<file path="config.mk">
export PLATFORM = sky130hd
export DESIGN_NAME = binary_to_radix_digits
export DESIGN_NICKNAME = d
export VERILOG_FILES = /design/src/bitr_pkg.sv /design/src/bitr_front.sv /design/src/bitr_back.sv /design/src/binary_to_radix_digits.sv
export SDC_FILE = /design/constraint.sdc
export NUM_CORES = 1
export LEC_CHECK = 0
export BUFFER_PORTS_ARGS = -buffer_cell sky130_fd_sc_hd__buf_2
export CORE_ASPECT_RATIO = 1.1
export CORE_MARGIN = 2
export CORE_UTILIZATION = 45
export CTS_CLUSTER_DIAMETER = 80
export CTS_CLUSTER_SIZE = 24
export DETAILED_ROUTE_END_ITERATION = 10
export PLACE_DENSITY = 0.62
export SETUP_SLACK_MARGIN = 0.05
export SYNTH_ARGS = -nofsm -noshare
export SYNTH_HDL_FRONTEND = slang
export SYNTH_SLANG_ARGS = --single-unit
</file>
<file path="constraint.sdc">
create_clock -name clk_i -period 29.7 [get_ports clk_i]
set_input_delay 2.97 -clock clk_i [delete_from_list [all_inputs] [get_ports clk_i]]
set_output_delay 2.97 -clock clk_i [all_outputs]
set_load 0.02 [all_outputs]
</file>
<file path="src/bitr_pkg.sv">
`timescale 1ns / 1ps
`default_nettype none

package bitr_pkg;

  localparam logic [4:0] RADIX_LO       = 5'd2;
  localparam logic [4:0] RADIX_HI       = 5'd16;
  localparam logic [3:0] DECIMAL_DIGITS = 4'd10;
  localparam logic [6:0] CHAR_ZERO      = 7'h30;
  localparam logic [6:0] CHAR_A         = 7'h41;
  localparam int         DIV_STEP       = 8;

  typedef enum logic [1:0] {
    ST_IDLE,
    ST_DIV,
    ST_EMIT,
    ST_ERR
  } back_state_e;

  typedef struct packed {
    logic       bad;
    logic [4:0] radix;
  } cls_t;

  typedef struct packed {
    logic [3:0] value;
    logic       last;
    logic       bad;
  } out_word_t;

  function automatic logic [6:0] digit_ascii(input logic [3:0] d);
    if (d < DECIMAL_DIGITS) begin
      return CHAR_ZERO + 7'(d);
    end else begin
      return CHAR_A + 7'(d - DECIMAL_DIGITS);
    end
  endfunction

endpackage

`default_nettype wire

</file>
<file path="src/bitr_front.sv">
`timescale 1ns / 1ps
`default_nettype none

module bitr_front #(
  parameter int VALUE_WIDTH = 31
) (
  input  wire logic                   clk_i,
  input  wire logic                   rst_ni,
  input  wire logic                   push,
  output logic                        full,
  input  wire logic [VALUE_WIDTH-1:0] value_i,
  input  wire logic [4:0]             radix_i,
  output logic                        out_valid_o,
  input  wire logic                   out_ready_i,
  output logic [VALUE_WIDTH-1:0]      out_value_o,
  output bitr_pkg::cls_t              out_cls_o
);
  import bitr_pkg::*;

  logic [VALUE_WIDTH-1:0] val_q [2];
  cls_t                   cls_q [2];
  logic                   wptr_q, wptr_d;
  logic                   rptr_q, rptr_d;
  logic [1:0]             cnt_q, cnt_d;
  logic                   wr_en, rd_en;
  cls_t                   cls_new;

  assign full        = (cnt_q == 2'd2);
  assign out_valid_o = (cnt_q != 2'd0);
  assign wr_en       = push && !full;
  assign rd_en       = out_valid_o && out_ready_i;
  assign out_value_o = val_q[rptr_q];
  assign out_cls_o   = cls_q[rptr_q];

  always_comb begin
    cls_new.radix = radix_i;
    cls_new.bad   = (radix_i < RADIX_LO) || (radix_i > RADIX_HI);
    wptr_d        = wptr_q ^ wr_en;
    rptr_d        = rptr_q ^ rd_en;
    cnt_d         = cnt_q + {1'b0, wr_en} - {1'b0, rd_en};
  end

  always_ff @(posedge clk_i or negedge rst_ni) begin
    if (!rst_ni) begin
      wptr_q <= 1'b0;
      rptr_q <= 1'b0;
      cnt_q  <= 2'd0;
    end else begin
      wptr_q <= wptr_d;
      rptr_q <= rptr_d;
      cnt_q  <= cnt_d;
    end
  end

  always_ff @(posedge clk_i) begin
    if (wr_en) begin
      val_q[wptr_q] <= value_i;
      cls_q[wptr_q] <= cls_new;
    end
  end

endmodule

`default_nettype wire

</file>
<file path="src/bitr_back.sv">
`timescale 1ns / 1ps
`default_nettype none

module bitr_back #(
  parameter int VALUE_WIDTH = 31
) (
  input  wire logic                   clk_i,
  input  wire logic                   rst_ni,
  input  wire logic                   in_valid_i,
  output logic                        in_ready_o,
  input  wire logic [VALUE_WIDTH-1:0] in_value_i,
  input  wire bitr_pkg::cls_t         in_cls_i,
  input  wire logic                   pop,
  output logic                        empty,
  output bitr_pkg::out_word_t         word_o
);
  import bitr_pkg::*;

  localparam int NCHUNK = (VALUE_WIDTH + DIV_STEP - 1) / DIV_STEP;
  localparam int PAD_W  = NCHUNK * DIV_STEP;
  localparam int CHW    = $clog2(NCHUNK + 1);
  localparam int AW     = $clog2(VALUE_WIDTH);
  localparam int SPW    = $clog2(VALUE_WIDTH + 1);

  back_state_e      state_q, state_d;
  logic [PAD_W-1:0] work_q, work_d;
  logic [3:0]       rem_q, rem_d;
  logic [4:0]       radix_q, radix_d;
  logic [CHW-1:0]   chunk_q, chunk_d;
  logic [SPW-1:0]   sp_q, sp_d;
  logic [SPW-1:0]   sp_m1;
  logic             inflight_q, inflight_d;
  logic             last_q, last_d;

  logic [PAD_W-1:0] step_work;
  logic [4:0]       step_rem;

  logic [3:0]       digit_mem [VALUE_WIDTH];
  logic [3:0]       mem_rd_q;
  logic             mem_we, mem_re;

  out_word_t        ow_q [2];
  out_word_t        ow_new;
  logic             owp_q, owp_d;
  logic             orp_q, orp_d;
  logic [1:0]       ocnt_q, ocnt_d;
  logic             ow_we, err_push, pop_ok, room;

  assign empty  = (ocnt_q == 2'd0);
  assign word_o = ow_q[orp_q];
  assign pop_ok = pop && !empty;
  assign room   = ({1'b0, ocnt_q} + {2'b00, inflight_q}) < (3'd2 + {2'b00, pop_ok});
  assign sp_m1  = sp_q - SPW'(1);

  always_comb begin
    step_rem  = {1'b0, rem_q};
    step_work = work_q;
    for (int i = 0; i < DIV_STEP; i++) begin
      step_rem  = {step_rem[3:0], step_work[PAD_W-1]};
      step_work = {step_work[PAD_W-2:0], 1'b0};
      if (step_rem >= radix_q) begin
        step_rem     = step_rem - radix_q;
        step_work[0] = 1'b1;
      end
    end
  end

  always_comb begin
    state_d    = state_q;
    work_d     = work_q;
    rem_d      = rem_q;
    radix_d    = radix_q;
    chunk_d    = chunk_q;
    sp_d       = sp_q;
    last_d     = last_q;
    inflight_d = 1'b0;
    in_ready_o = 1'b0;
    mem_we     = 1'b0;
    mem_re     = 1'b0;
    err_push   = 1'b0;
    unique case (state_q)
      ST_IDLE: begin
        in_ready_o = 1'b1;
        if (in_valid_i) begin
          radix_d = in_cls_i.radix;
          work_d  = PAD_W'(in_value_i);
          rem_d   = 4'd0;
          chunk_d = CHW'(NCHUNK);
          sp_d    = '0;
          state_d = in_cls_i.bad ? ST_ERR : ST_DIV;
        end
      end
      ST_DIV: begin
        work_d  = step_work;
        rem_d   = step_rem[3:0];
        chunk_d = chunk_q - CHW'(1);
        if (chunk_q == CHW'(1)) begin
          mem_we  = 1'b1;
          sp_d    = sp_q + SPW'(1);
          rem_d   = 4'd0;
          chunk_d = CHW'(NCHUNK);
          if (step_work == '0) begin
            state_d = ST_EMIT;
          end
        end
      end
      ST_EMIT: begin
        if (room) begin
          mem_re     = 1'b1;
          inflight_d = 1'b1;
          last_d     = (sp_q == SPW'(1));
          sp_d       = sp_m1;
          if (sp_q == SPW'(1)) begin
            state_d = ST_IDLE;
          end
        end
      end
      ST_ERR: begin
        if (room && !inflight_q) begin
          err_push = 1'b1;
          state_d  = ST_IDLE;
        end
      end
      default: state_d = ST_IDLE;
    endcase
  end

  always_comb begin
    ow_we = inflight_q || err_push;
    if (inflight_q) begin
      ow_new.value = mem_rd_q;
      ow_new.last  = last_q;
      ow_new.bad   = 1'b0;
    end else begin
      ow_new.value = 4'd0;
      ow_new.last  = 1'b1;
      ow_new.bad   = 1'b1;
    end
    owp_d  = owp_q ^ ow_we;
    orp_d  = orp_q ^ pop_ok;
    ocnt_d = ocnt_q + {1'b0, ow_we} - {1'b0, pop_ok};
  end

  always_ff @(posedge clk_i or negedge rst_ni) begin
    if (!rst_ni) begin
      state_q    <= ST_IDLE;
      chunk_q    <= '0;
      sp_q       <= '0;
      inflight_q <= 1'b0;
      last_q     <= 1'b0;
      owp_q      <= 1'b0;
      orp_q      <= 1'b0;
      ocnt_q     <= 2'd0;
    end else begin
      state_q    <= state_d;
      chunk_q    <= chunk_d;
      sp_q       <= sp_d;
      inflight_q <= inflight_d;
      last_q     <= last_d;
      owp_q      <= owp_d;
      orp_q      <= orp_d;
      ocnt_q     <= ocnt_d;
    end
  end

  always_ff @(posedge clk_i) begin
    work_q  <= work_d;
    rem_q   <= rem_d;
    radix_q <= radix_d;
    if (ow_we) begin
      ow_q[owp_q] <= ow_new;
    end
  end

  always_ff @(posedge clk_i) begin
    if (mem_we) begin
      digit_mem[sp_q[AW-1:0]] <= step_rem[3:0];
    end
  end

  always_ff @(posedge clk_i) begin
    if (mem_re) begin
      mem_rd_q <= digit_mem[sp_m1[AW-1:0]];
    end
  end

endmodule

`default_nettype wire

</file>
<file path="src/binary_to_radix_digits.sv">
`timescale 1ns / 1ps
`default_nettype none
// Each item passes through the input queue, then the iterative divider, which retires eight
// quotient bits a cycle and stores each digit, then the digit memory, read back most significant
// digit first, into the output queue. The converter takes one item at a time: it accepts a new
// one only when it is idle again. Digits leave at one word per cycle while pop is held; a bad
// radix gives its single word through the input queue and the error state into the output queue.
// Reset is asynchronous, active low, and empties both queues and returns the converter to idle.

module binary_to_radix_digits #(
  parameter int VALUE_WIDTH = 31
) (
  input  wire logic                   clk_i,
  input  wire logic                   rst_ni,
  input  wire logic                   push,
  output logic                        full,
  input  wire logic [VALUE_WIDTH-1:0] value_i,
  input  wire logic [4:0]             radix_i,
  output logic                        empty,
  input  wire logic                   pop,
  output logic [6:0]                  digit_char_o,
  output logic [3:0]                  digit_value_o,
  output logic                        last_digit_o,
  output logic                        bad_radix_o
);
  import bitr_pkg::*;

  logic                   q_valid, q_ready;
  logic [VALUE_WIDTH-1:0] q_value;
  cls_t                   q_cls;
  out_word_t              word;

  bitr_front #(
    .VALUE_WIDTH(VALUE_WIDTH)
  ) u_front (
    .clk_i      (clk_i),
    .rst_ni     (rst_ni),
    .push       (push),
    .full       (full),
    .value_i    (value_i),
    .radix_i    (radix_i),
    .out_valid_o(q_valid),
    .out_ready_i(q_ready),
    .out_value_o(q_value),
    .out_cls_o  (q_cls)
  );

  bitr_back #(
    .VALUE_WIDTH(VALUE_WIDTH)
  ) u_back (
    .clk_i     (clk_i),
    .rst_ni    (rst_ni),
    .in_valid_i(q_valid),
    .in_ready_o(q_ready),
    .in_value_i(q_value),
    .in_cls_i  (q_cls),
    .pop       (pop),
    .empty     (empty),
    .word_o    (word)
  );

  assign digit_value_o = word.value;
  assign last_digit_o  = word.last;
  assign bad_radix_o   = word.bad;
  assign digit_char_o  = word.bad ? 7'd0 : digit_ascii(word.value);

endmodule

`default_nettype wire

</file>
==> run metrics <==
status=finished, final reports clean; Startpoint Class=register; DRC viols=0; # hold bufs at CTS=0; met1 Use GR=24.0%; worst path bufs/invs=5; H-tree Lvls=1; 1st-iter DRT viols=566; clock-pin slew on the worst setup and hold paths=90 ps; Synth Instances=915; Post-synth ARST share=7.27%; delay-heaviest family, CP=compound AO/OA/AOI/OAI gates; M2 GR Usage=27.7%; Post-CTS Setup Bufs=0; global-route wire length before repair=40700 µm; top cells by area, synth=edfxtp_1 (58%), ha_1 (6.1%), mux4_2 (4.3%); dominant combinational cell family by area after synthesis=multiplexers; CTS tree=done; most common cell after layout, fill and taps aside=edfxtp_1; DP HPWL=17300 µm; largest net degree at the start of global routing=81; Slew Limit Headroom=21.0%; Netlist cell types=61; met3 Usage GRT=2.22%; f_max=0.0717 GHz; slowest stage delay, CP=920 ps; antenna violations before repair=1; CP arrival=14090 ps; critical path's slowest cell=o21ai_0; Post-Syn Area=13200 µm²; routability cong.=0.822; IO Count=55; Crit Path Category=register to register; Synth Flop Type=edfxtp_1; Gates resized, CTS repair=0; period utilisation layout=47.0%; via density per instance=5.47; TritonCTS Sinks=275; yosys warns=0; antenna fix cells=0; Synth Area in Adders=7.30%; Setup-failing EPs final=0; EDFF count, synth=255; final net count=1072; Post-Synth XOR/XNOR Area=2.12%; DR vias=7319; Worst-Skew Late Latency=500 ps; Clock Skews=19.2 ps; Hold Path Class=register to register; Simple-Gate Fraction of Synth Area=7.22%; area leader, netlist=edfxtp_1; Synth Area in Compound Gates=6.50%; Post-Syn Nets=1027; die area=30600 µm²; Critical Path RT=29830 ps; total of max-cap violations=0; Synth top area share=58.2%; Overall Global Routing Usage=16.9%; Crit path top cell by count=ha_1; layout cells sized above 1=14.9%; starting density of the core=45.8%; Std-Cell Rows=65; post-detailed-route wirelength per cell=19.1 µm; Final min period=13950 ps; Port Buf Inserts=54; Num CTS Buffers=16; die width=167 µm; Routed Antenna Nets=0; Die H=183 µm; #FFs+latches synth=275; Fill cells=2452; Routed WL=25600 µm; Crit Path Max Fanout=31; clk buf depth=3; final hold violations=0; pins over their slew limit=0; router iterations before antenna repair=5; mux cell area share after synthesis=12.1%; CP endpoint kind=register; commonest cells after routing, fill and taps aside=edfxtp_1 (255), nand2_1 (64), nor2_1 (60), ha_1 (60); core area=28700 µm²; sequential fraction of the synthesis area=62.0%; RSZ-0062 raised after global routing=false; clock root cell=clkbuf_16; area delta synth->final=8.83%; Congestion Overflow GR=0; Synth Area per Inst=14.4 µm²; vias in the first global route=7395; gr busiest metal=met2; setup_tns=0 ps; Least-Margin Pin Slew=1170 ps
## stage by stage
stage	instance area, µm²	instances	hold slack (ps)	worst slack (ps)	utilization, %
finish	14300	1338	507	15750	49.9
global route	14300	1338	516	14270	49.9
CTS	14300	1338	511	15720	49.9
detailed placement	13800	1310	497	15750	48.1
global placement	13800	1310	494	16400	48.1
floorplan	13200	915	461	18230	-
## kinds of logic (layout without fill, tap and decap cells)
group	after synthesis	after routing
flops	275	275
simple gates	201	201
compound gates	141	141
mux	107	107
buf+inv	88	143
fa+ha+maj	72	72
xor+xnor	31	31
## routing by layer
| layer | vias to the layer above | share of wire (%) |
|---|---|---|
| li1 | 3541 | - |
| met1 | 3625 | 46 |
| met2 | 122 | 48 |
| met3 | 31 | 3.8 |
| met4 | 0 | 1.5 |
| met5 | - | 0 |
## cell usage after synthesis (4+ instances only)
cell type,number
buf_1,4
inv_1,54
mux2_2,22
edfxtp_1,255
xor2_1,9
nand4_1,5
nor2b_1,8
buf_2,5
clkbuf_1,21
nor3b_1,4
o21ai_0,43
xnor2_1,21
nand2_1,64
fa_1,8
and2_1,8
a31oi_1,5
dfrtp_1,20
a211oi_1,5
mux4_2,25
a21o_1,14
nor3_1,7
nor4_1,9
nand3_1,12
mux4_1,11
mux2i_1,48
a21oi_1,39
nand2b_1,11
o21ai_1,7
ha_1,64
o21a_1,4
nor2_1,60
## registers in the layout, indices dropped and copies added, names as in the netlist, 5 cells and up
register and count:
u_back.work_q 32, u_back.ow_q 12, u_front.val_q 62, u_back.radix_q 5, u_front.cls_q 12, u_back.digit_mem 124, u_back.sp_q 5
## area by class of cell
cell class	instances	area, µm²	share of cell area, %
sequential	275	8160	57.0
multi-input combinational	552	4670	32.6
clock buffer	25	455	3.18
tap	368	460	3.22
inverter	55	206	1.44
timing repair buffer	60	315	2.20
clock inverter	3	51.3	0.358
## path summary, 6_finish.rpt
path	from	to	slack (ps)	depth (start not counted)
setup reg to reg	u_back.radix_q[1]	u_back.digit_mem[0][3]	15750	47
setup / recovery	u_back.radix_q[1]	u_back.digit_mem[0][3]	15750	47
hold reg to reg	u_back.chunk_q[0]	u_back.chunk_q[0]	510	1
hold / removal	u_back.chunk_q[0]	u_back.chunk_q[0]	510	1
min in group asynchronous	rst_ni	u_back.ocnt_q[0]	2420	1
max in group asynchronous	rst_ni	u_back.sp_q[0]	26920	1
Power is not shown: default switching activity piles up to over one toggle a cycle in this logic, so the estimate is an artifact.
